--- config.mk ---
export PLATFORM = sky130hd
export DESIGN_NAME = flash_erase_range_splitter_core
export DESIGN_NICKNAME = d
export VERILOG_FILES = /design/src/rtl/fers_pkg.sv /design/src/rtl/fers_out_buf.sv /design/src/rtl/flash_erase_range_splitter_core.sv
export SDC_FILE = /design/constraint.sdc
export NUM_CORES = 1
export LEC_CHECK = 0
export ABC_AREA = 1
export BUFFER_PORTS_ARGS = -buffer_cell sky130_fd_sc_hd__buf_2
export CAP_MARGIN = 30
export CORE_ASPECT_RATIO = 1.75
export CORE_MARGIN = 5
export CORE_UTILIZATION = 36
export DETAILED_ROUTE_END_ITERATION = 7
export SYNTH_ARGS = -nofsm -noshare
export SYNTH_HDL_FRONTEND = slang
export SYNTH_SLANG_ARGS = --single-unit
--- constraint.sdc ---
create_clock -name clk -period 5.8 [get_ports clk]
set_input_delay 0.58 -clock clk [delete_from_list [all_inputs] [get_ports clk]]
set_output_delay 0.58 -clock clk [all_outputs]
set_load 0.02 [all_outputs]
--- src/rtl/fers_pkg.sv ---
package fers_pkg;

    localparam int unsigned ADDR_BITS = 24;

    localparam int unsigned ADDR_W = 24;
    localparam int unsigned SIZE_W = 25;
    localparam int unsigned SUM_W  = 26;

    localparam logic [SUM_W-1:0] ADDR_SPAN = SUM_W'(1) << ADDR_BITS;

    localparam logic [SIZE_W-1:0] FLASH_SIZE_RESET = SIZE_W'(16777216);

    localparam logic [1:0] OP_START   = 2'd0;
    localparam logic [1:0] OP_DONE    = 2'd1;
    localparam logic [1:0] OP_TIMEOUT = 2'd2;

    localparam logic [2:0] ST_ISSUE   = 3'd0;
    localparam logic [2:0] ST_OK      = 3'd1;
    localparam logic [2:0] ST_ARGS    = 3'd2;
    localparam logic [2:0] ST_TIMEOUT = 3'd3;
    localparam logic [2:0] ST_IGNORED = 3'd4;

    localparam logic [7:0] CMD_4K  = 8'h20;
    localparam logic [7:0] CMD_32K = 8'h52;
    localparam logic [7:0] CMD_64K = 8'hD8;

    localparam logic [SIZE_W-1:0] SZ_4K  = SIZE_W'(4 * 1024);
    localparam logic [SIZE_W-1:0] SZ_32K = SIZE_W'(32 * 1024);
    localparam logic [SIZE_W-1:0] SZ_64K = SIZE_W'(64 * 1024);

    typedef struct packed {
        logic [2:0]        status;
        logic [7:0]        erase_opcode;
        logic [ADDR_W-1:0] erase_addr;
    } result_t;

endpackage

--- src/rtl/fers_out_buf.sv ---
module fers_out_buf (
    input  logic              clk,
    input  logic              rst_n,
    input  logic              push_valid,
    output logic              push_ready,
    input  fers_pkg::result_t push_data,
    output logic              pop_valid,
    input  logic              pop_ready,
    output fers_pkg::result_t pop_data
);
    import fers_pkg::*;

    logic    head_valid_reg;
    logic    head_valid_next;
    logic    skid_valid_reg;
    logic    skid_valid_next;
    result_t head_reg;
    result_t head_next;
    result_t skid_reg;
    result_t skid_next;
    logic    pop;
    logic    push;

    assign push_ready = !skid_valid_reg;
    assign pop_valid  = head_valid_reg;
    assign pop_data   = head_reg;
    assign pop        = head_valid_reg && pop_ready;
    assign push       = push_valid && push_ready;

    always_comb
    begin
        head_valid_next = head_valid_reg;
        skid_valid_next = skid_valid_reg;
        head_next       = head_reg;
        skid_next       = skid_reg;
        if (skid_valid_reg)
        begin
            if (pop)
            begin
                head_next       = skid_reg;
                skid_valid_next = 1'b0;
            end
        end
        else if (push)
        begin
            if (!head_valid_reg || pop)
            begin
                head_next       = push_data;
                head_valid_next = 1'b1;
            end
            else
            begin
                skid_next       = push_data;
                skid_valid_next = 1'b1;
            end
        end
        else if (pop)
        begin
            head_valid_next = 1'b0;
        end
    end

    always_ff @(posedge clk or negedge rst_n)
    begin
        if (!rst_n)
        begin
            head_valid_reg <= 1'b0;
            skid_valid_reg <= 1'b0;
        end
        else
        begin
            head_valid_reg <= head_valid_next;
            skid_valid_reg <= skid_valid_next;
        end
    end

    always_ff @(posedge clk)
    begin
        head_reg <= head_next;
        skid_reg <= skid_next;
    end

    // skid only fills behind an occupied head
    assert property (@(posedge clk) disable iff (!rst_n)
        skid_valid_reg |-> head_valid_reg)
        else $error("skid beat without head beat");

    // a held head beat is not overwritten
    assert property (@(posedge clk) disable iff (!rst_n)
        (head_valid_reg && !pop_ready) |=> (head_valid_reg && $stable(head_reg)))
        else $error("stalled head beat changed");

    // a beat pushed into a full head lands in the skid
    assert property (@(posedge clk) disable iff (!rst_n)
        (push && head_valid_reg && !pop) |=> skid_valid_reg)
        else $error("pushed beat lost");

endmodule

--- src/rtl/flash_erase_range_splitter_core.sv ---
// channel  | handshake             | beat
// ---------+-----------------------+----------------------------------------
// in       | in_valid / in_ready   | op, start_addr, range_size
// out      | out_valid / out_ready | status, erase_opcode, erase_addr
// cfg      | cfg_valid / cfg_ready | cfg_data (flash size in bytes)
//
// one input beat per cycle while in_ready is high; each beat yields one registered result beat
// the result leaves from a two-entry output buffer, so input stalls only when both
// entries are held by a stalled output
// cfg_ready is always high; the flash size register takes effect on the next beat
// rst_n clears the range state to idle and the flash size to 16 MiB
module flash_erase_range_splitter_core (
    input  logic                         clk,
    input  logic                         rst_n,
    input  logic                         in_valid,
    output logic                         in_ready,
    input  logic [1:0]                   op,
    input  logic [fers_pkg::ADDR_W-1:0]  start_addr,
    input  logic [fers_pkg::SIZE_W-1:0]  range_size,
    output logic                         out_valid,
    input  logic                         out_ready,
    output logic [2:0]                   status,
    output logic [7:0]                   erase_opcode,
    output logic [fers_pkg::ADDR_W-1:0]  erase_addr,
    input  logic                         cfg_valid,
    output logic                         cfg_ready,
    input  logic [fers_pkg::SIZE_W-1:0]  cfg_data
);
    import fers_pkg::*;

    logic              busy_reg;
    logic              busy_next;
    logic [ADDR_W-1:0] current_addr_reg;
    logic [ADDR_W-1:0] current_addr_next;
    logic [SIZE_W-1:0] remaining_bytes_reg;
    logic [SIZE_W-1:0] remaining_bytes_next;
    logic [SIZE_W-1:0] flash_size_reg;

    logic              in_accept;
    logic [SUM_W-1:0]  range_end;
    logic [SUM_W-1:0]  limit;
    logic              args_bad;
    logic [ADDR_W-1:0] issue_addr;
    logic [SIZE_W-1:0] issue_rem;
    logic [SIZE_W-1:0] blk_size;
    logic [SIZE_W-1:0] step_size;
    logic [7:0]        blk_cmd;
    result_t           res;
    result_t           out_beat;

    assign in_accept = in_valid && in_ready;
    assign cfg_ready = 1'b1;

    assign range_end = {2'b00, start_addr} + {1'b0, range_size};
    assign limit     = ({1'b0, flash_size_reg} > ADDR_SPAN) ? ADDR_SPAN
                                                            : {1'b0, flash_size_reg};
    assign args_bad  = (start_addr[11:0] != 12'd0) || (range_size[11:0] != 12'd0)
                    || (range_size == '0) || (range_end > limit);

    // block choice, shared by start and completion
    assign issue_addr = (op == OP_START) ? start_addr : current_addr_reg;
    assign issue_rem  = (op == OP_START) ? range_size : remaining_bytes_reg;

    always_comb
    begin
        if (issue_rem >= SZ_64K && issue_addr[15:0] == 16'd0)
        begin
            blk_size = SZ_64K;
            blk_cmd  = CMD_64K;
        end
        else if (issue_rem >= SZ_32K && issue_addr[14:0] == 15'd0)
        begin
            blk_size = SZ_32K;
            blk_cmd  = CMD_32K;
        end
        else
        begin
            blk_size = SZ_4K;
            blk_cmd  = CMD_4K;
        end
    end

    assign step_size = (blk_size > issue_rem) ? issue_rem : blk_size;

    always_comb
    begin
        busy_next            = busy_reg;
        current_addr_next    = current_addr_reg;
        remaining_bytes_next = remaining_bytes_reg;
        res.status           = ST_IGNORED;
        res.erase_opcode     = 8'd0;
        res.erase_addr       = '0;
        case (op)
            OP_START:
            begin
                if (!busy_reg)
                begin
                    if (args_bad)
                    begin
                        res.status = ST_ARGS;
                    end
                    else
                    begin
                        busy_next            = 1'b1;
                        res.status           = ST_ISSUE;
                        res.erase_opcode     = blk_cmd;
                        res.erase_addr       = issue_addr;
                        current_addr_next    = issue_addr + step_size[ADDR_W-1:0];
                        remaining_bytes_next = issue_rem - step_size;
                    end
                end
            end
            OP_DONE:
            begin
                if (busy_reg)
                begin
                    if (remaining_bytes_reg == '0)
                    begin
                        busy_next  = 1'b0;
                        res.status = ST_OK;
                    end
                    else
                    begin
                        res.status           = ST_ISSUE;
                        res.erase_opcode     = blk_cmd;
                        res.erase_addr       = issue_addr;
                        current_addr_next    = issue_addr + step_size[ADDR_W-1:0];
                        remaining_bytes_next = issue_rem - step_size;
                    end
                end
            end
            OP_TIMEOUT:
            begin
                if (busy_reg)
                begin
                    busy_next            = 1'b0;
                    remaining_bytes_next = '0;
                    res.status           = ST_TIMEOUT;
                end
            end
            default:
            begin
                res.status = ST_IGNORED;
            end
        endcase
    end

    always_ff @(posedge clk or negedge rst_n)
    begin
        if (!rst_n)
        begin
            busy_reg            <= 1'b0;
            current_addr_reg    <= '0;
            remaining_bytes_reg <= '0;
            flash_size_reg      <= FLASH_SIZE_RESET;
        end
        else
        begin
            if (in_accept)
            begin
                busy_reg            <= busy_next;
                current_addr_reg    <= current_addr_next;
                remaining_bytes_reg <= remaining_bytes_next;
            end
            if (cfg_valid && cfg_ready)
            begin
                flash_size_reg <= cfg_data;
            end
        end
    end

    fers_out_buf u_out_buf (
        .clk        (clk),
        .rst_n      (rst_n),
        .push_valid (in_valid),
        .push_ready (in_ready),
        .push_data  (res),
        .pop_valid  (out_valid),
        .pop_ready  (out_ready),
        .pop_data   (out_beat)
    );

    assign status       = out_beat.status;
    assign erase_opcode = out_beat.erase_opcode;
    assign erase_addr   = out_beat.erase_addr;

    // idle always leaves nothing pending
    assert property (@(posedge clk) disable iff (!rst_n)
        !busy_reg |-> (remaining_bytes_reg == '0))
        else $error("bytes left while idle");

    // erase beats carry a real command, other beats carry zeros
    assert property (@(posedge clk) disable iff (!rst_n)
        (out_valid && status == ST_ISSUE) |->
            (erase_opcode == CMD_4K || erase_opcode == CMD_32K || erase_opcode == CMD_64K))
        else $error("erase beat with bad opcode");

    assert property (@(posedge clk) disable iff (!rst_n)
        (out_valid && status != ST_ISSUE) |-> (erase_opcode == 8'd0 && erase_addr == '0))
        else $error("non-erase beat with payload");

    // an accepted start while idle with good arguments makes the block busy
    assert property (@(posedge clk) disable iff (!rst_n)
        (in_accept && op == OP_START && !busy_reg && !args_bad) |=> busy_reg)
        else $error("range start not taken");

endmodule
* Word-level counts from Yosys, hierarchy flattened
Cells that the tools add are included.
W data, S select, Z words.
** Cells by class
- Bitwise gates (word level) :: 2
- Multiplexer cells :: 44
- Reductions and logical operators :: 28
- Add/sub/neg operators :: 3
- Equal/unequal tests :: 9
- $lt $le $gt $ge :: 5
** Operators with widths (number)
- $mux W25 :: 9
- $mux W35 :: 6
- $mux W24 :: 5
- $pmux W25 S3 :: 1
- $mux W32 :: 2
- $pmux W32 S2 :: 1
- $logic_not A25 Y1 :: 2
- $pmux W24 S2 :: 1
- $add A24 B25 Y26 :: 1
- $gt A26 B25 Y1 :: 1
- $ge A25 B16 Y1 const B :: 1
- $ge A25 B17 Y1 const B :: 1
- $gt A25 B25 Y1 :: 1
- $gt A25 B25 Y1 const B :: 1
- $sub A25 B25 Y25 :: 1
- $add A24 B24 Y24 :: 1
- $reduce_bool A12 Y1 :: 2
- $logic_not A16 Y1 :: 1
- $mux W16 :: 1
- $logic_not A15 Y1 :: 1
- $mux W1 :: 12
- $ne A2 B2 Y1 const B :: 6
- $pmux W3 S3 :: 1
- $reduce_and A3 Y1 :: 3
- other kinds (18) :: 29
** Storage, ports and cells
- Input port bits :: 81
- Register bits :: 147
- Logic and storage cells :: 103
- Output and inout port bits :: 38

* Depth between registers and ports, before layout
- Word-level depth :: 12
- Mapped depth :: 41
- Depth with buffers taken out :: 39

* Modules after synthesis
Synthesis repeated with hierarchy kept, for this count alone.
** Unflattened totals
- Cell total of the unflattened synthesis :: 1427
- Area total of the unflattened synthesis :: 10871.7 um2
** Modules (own cells, without submodules)
- flash_erase_range_splitter_core :: instances 1, area each 8207.9 um2, sequential area each 1878.1 um2, cells each 1227
- fers_out_buf :: instances 1, area each 2663.8 um2, sequential area each 2152.1 um2, cells each 200

* Worst setup path after synthesis
Ideal clock, no wire load.
- Path type :: input to register
- Start :: input port op[0]
- End :: register current_addr_reg[18]
- Path buffers :: 4
- Arrival time :: 5423 ps
- Stages :: 35
- Setup time :: 127 ps
- Path slack :: 250 ps
- Path through :: inv_1 ha_1 inv_2 buf_6 or2_2 o21ai_1 nand2_1 nor4_4 nand3_1 nand2_1 inv_1 ha_1 nand3_1 nor2_1 nand2_1 nor2_2 nand2_2 nand2_4 buf_6 buf_2 buf_1 nor2_1 ha_1 inv_1 fa_1 inv_1 a31oi_1 o21ai_0 a21oi_1 o21ai_0 nand2_1 nand2_1 or2_2 nand2_1 o21ai_0
** Between the ends
- Word-level cells in the longest chain between the ends :: 12
** RTL lines
- start: declaration :: RTL line flash_erase_range_splitter_core.sv:17 : input logic [1:0] op,
- $logic_not A2 Y1 :: RTL line flash_erase_range_splitter_core.sv:61, flash_erase_range_splitter_core.sv:62, flash_erase_range_splitter_core.sv:93
- $mux W25 / $mux W24 (equally long branches) :: RTL line flash_erase_range_splitter_core.sv:62, flash_erase_range_splitter_core.sv:61
- $ge A25 B16 Y1 / $logic_not A15 Y1 (equally long branches) :: RTL line flash_erase_range_splitter_core.sv:71 : else if (issue_rem >= SZ_32K && issue_addr[14:0] == 15'd0)
- $logic_and A1 B1 Y1 :: RTL line flash_erase_range_splitter_core.sv:71
- $mux W16 :: RTL line flash_erase_range_splitter_core.sv:71
- $mux W25 :: RTL line flash_erase_range_splitter_core.sv:66 : if (issue_rem >= SZ_64K && issue_addr[15:0] == 16'd0)
- $gt A25 B25 Y1 :: RTL line flash_erase_range_splitter_core.sv:83 : assign step_size = (blk_size > issue_rem) ? issue_rem : blk_size;
- $mux W25 :: RTL line flash_erase_range_splitter_core.sv:83
- $add A24 B24 Y24 :: RTL line flash_erase_range_splitter_core.sv:108, flash_erase_range_splitter_core.sv:127
- $mux W24, on equally long branches :: RTL line flash_erase_range_splitter_core.sv:117, flash_erase_range_splitter_core.sv:98
- $mux W24, on equally long branches :: RTL line flash_erase_range_splitter_core.sv:115, flash_erase_range_splitter_core.sv:96
- $pmux W24 S2 :: RTL line flash_erase_range_splitter_core.sv:93 : case (op)
- end signal: assignment :: RTL line flash_erase_range_splitter_core.sv:162 : current_addr_reg <= current_addr_next;
- end: declaration :: RTL line flash_erase_range_splitter_core.sv:33 : logic [ADDR_W-1:0] current_addr_reg;
Several ways; a longest one is shown, not always the timed one. The select of a mux whose other input is x is not followed.
A chain may end at the register's enable or synchronous reset.

* Final worst setup path
Same ends and word-level chain as after synthesis.

==> run summary <==
The worst-case IR drop observed on VDD is 0.238 mV. The tools report the global route total overflow as 0. Of the total power, the share spent switching nets is 42.1%. For this block, the initial DRC count from the detailed router was 601. Number of library cell types mapped by synthesis: 58. After routing the design area is 0.0127 mm².

The family with the most delay on the worst path was simple AND/OR/NAND/NOR gates. 119 I/O pins were placed. For the final database, setup skew stands at 15.3 ps.

The worst-case reg-to-reg path depth is 30, and the final hold violation count is 0. Placed wire-length estimate after detailed placement: 30.4 mm. The launch instance of the worst register-to-register path is current_addr_reg[1].

The combined buffer and inverter count along the critical path is 8. The floorplan has 84 rows. In the synthesized netlist the async set-or-reset flop fraction comes to 55.4%.

The count of synthesis-stage warnings from yosys is 0, and the worst endpoint data arrival time is 5760 ps. The tightest hold path in the finished design has a slack of 135 ps. Setup repair after global routing left no endpoint under its margin. The count of mapped cells out of synthesis came out at 1,518. The tools report the reg-to-reg endpoint as current_addr_reg[18].

Setup slack of the most critical reg-to-reg path: 890 ps. The classification of the worst setup path was input port to flop. Of the cells placed in the final design, the portion with a size suffix greater than 1 is 14.5%. Sequential elements use 34.5% of the synthesized area. The insertion delay to the later sink of the worst-skew pair was 450 ps; the signed area change from the synthesized netlist to the final layout was 16.0%. For this run, the slowest stage of the critical path takes 310 ps. In this run the power density over the cells is 361 mW/mm². The die is 241 µm tall.

Summing all placed instances gives a cell area of 0.0122 mm². The average via count per standard cell is 5.06. In this run, the clock network consumes 23.1% of the power.

Global routing used 21.6% of the available tracks. The cell taking the most area after synthesis was sky130_fd_sc_hd__dfrtp_1. Nature of the critical path startpoint: an input port.

Cell internal power was estimated by the tool at 2.66 mW. Clock-pin slew was measured on the worst setup and hold paths at 60 ps. The total area inside the core boundary comes to 0.0301 mm². The run gives 0 as the max-slew violation total from the final report. The logs give 10,600 for the via count of the first global-routing pass and 0.959 for the weighted congestion at the end of routability-driven global placement.

In this run the worst setup path terminates at current_addr_reg[18]. The library cell used most frequently in the layout, excluding fill and tap cells, is sky130_fd_sc_hd__nand2_1. The finished layout holds 2,058 standard cells, fillers aside. Counting stages on the worst path, the most repeated cell is sky130_fd_sc_hd__nand2_1. In this run the tightest slew margin relative to its limit is 39.8%. Summed over all nets, the switching power comes to 1.94 mW. The actual slew at the worst max-slew pin was 903 ps; the first-pass GRT wire length was 56.5 mm. Entering global routing, the biggest net connects 49 pins.

The routed design has 36.4 mm of wire. The detail route stage leaves a number of antenna-violating nets equal to 0. Buffers inserted to repair hold after CTS numbered 0. The number of inserted diodes was 0. The logs give 1,825 for the post-layout net count and 139 for the CTS sink count.

The type of the tightest min-delay check is input port to async pin. The number of antenna violations at the first check in global routing is 0, and the share of power burned in registers is 33.4%. The run gives 4 as the maximum level of the CTS H-tree. The analysis attributes to cell leakage a power of 6.51 nW. DRC violation count after routing: 0. The synthesized design contains 139 register bits. The run gives 4.60 mW as the post-layout total power. The maximum fanout along the worst path works out to 21. In the layout the commonest cells are sky130_fd_sc_hd__nand2_1, sky130_fd_sc_hd__inv_1, sky130_fd_sc_hd__buf_2, sky130_fd_sc_hd__nor2_1, sky130_fd_sc_hd__o21ai_0. Gates resized during post-CTS repair numbered 0.

The die covers 0.0342 mm². The run finished with clean final reports. In the final routed layout, each cell accounts on average for 17.7 µm. Subtracting the final worst setup slack from the clock period gives 5460 ps.

Buffers inserted during clock tree synthesis total 17. STA classifies the critical path endpoint as a flop. Once layout is complete, the utilization of the core stands at 42.4%. TritonCTS built the clock tree. In the finished design, the share of the clock period the worst path needs comes to 94.1%. Required time reported for the critical path endpoint: 6100 ps. After synthesis, the mean cell area works out to 7.23 µm².

Share of the synthesized area in the top cell type: 17.3%. Ranked by total cell area, the synthesized netlist is headed by sky130_fd_sc_hd__dfrtp_1, sky130_fd_sc_hd__edfxtp_1, sky130_fd_sc_hd__nand2_1. The run gives 10,400 as the vias after detailed routing. The dominant synthesized flop cell was sky130_fd_sc_hd__dfrtp_1. The cell type of the slowest stage on the worst timing path is sky130_fd_sc_hd__ha_1. Static timing analysis puts the maximum clock frequency at 0.183 GHz. In this run the number of cells on the critical path is 35.

The tools report the number of detailed-route iterations in the first pass as 5. The clock tree buffer depth was 2; the starting density of the core was 36.5%. Combinational logic burns 43.5% of the power.

The count of max-cap constraint violations came out at 0. Tracing the worst setup path back leads to its startpoint at op[0]. The number of cells in the design after placement was 2,026.

Number of enable flip-flop cells after synthesis: 62. Once the clock tree was built, the setup fixing pass inserted 0 buffers. The setup-violating endpoint count in the final report is 0, and the horizontal extent of the die is 142 µm. The tools report the summed instance area of the synthesized netlist as 0.0110 mm².

The count of buffers inserted at the top-level ports came out at 115. The tools report the CTS root buffer as sky130_fd_sc_hd__clkbuf_16.
[cell usage after synthesis (all sizes together), types with 8 or more instances]
cell    count
dfrtp      76
ha         84
nor2      117
clkbuf     22
xnor2      24
nand4      25
mux2        8
inv       204
nor3       15
nor4       15
a31oi      15
a21oi      80
buf        26
edfxtp     62
nand2     460
o21ai     120
a21o        9
xor2       22
nand3      89
[layout make-up]
| class | count | area, µm² |
|---|---|---|
| repair buffers | 161 | 968 |
| clock buffers | 22 | 464 |
| fillers | 3203 | 17300 |
| clock inverters | 10 | 93.8 |
| well taps | 387 | 484 |
| flip-flops and latches | 139 | 3790 |
| inverters | 208 | 781 |
| multi-input cells | 1131 | 6150 |
[power groups by stage]
stage	Combinational, mW	Sequential (mW)	Clock (mW)
after floorplan	1.30	1.61	0
after global placement	1.98	1.56	0
after detailed placement	2.00	1.55	0
after CTS	2.01	1.54	1.09
after global routing	2.25	1.57	1.14
final	2.00	1.54	1.06
[layer usage]
metal / GRT usage [%] / part of all wire (%) / vias up
li1: - / - / 5243
met1: 22.0 / 36 / 4806
met2: 41.1 / 54 / 269
met3: 3.47 / 3.8 / 92
met4: 12.2 / 5.7 / 0
met5: 0 / 0 / -
[worst min path at each step]
stage / from / end / slack, ps
CTS: rst_n / flash_size_reg[20] / 140
finish: rst_n / flash_size_reg[20] / 140
global placement: current_addr_reg[10] / current_addr_reg[10] / 470
global route: rst_n / flash_size_reg[20] / 170
detailed placement: current_addr_reg[22] / current_addr_reg[22] / 470
floorplan: rst_n / busy_reg / 280
[cells by family (layout without fill, tap and decap cells)]
kind of cell,after synthesis,in the layout,share of synthesized area (%)
DFF,139,139,34.5
adders and majority gates,86,86,9.94
xor gates and xnor gates,46,46,3.67
AOI/OAI and AO/OA,249,249,12.8
other,2,10,0.0684
muxes,9,9,0.912
and+or+nand+nor,731,731,28.3
buffers and inverters,256,401,9.76
[per-stage QoR]
step | TNS (ps) | setup slack, ps
finish | 0 | 342
global route | 0 | 46.4
CTS | 0 | 420
detailed placement | -37.0 | -37.0
global placement | -14.9 | -9.08
floorplan | 0 | 250
No activity file was read; power rests on OpenSTA's default activity.
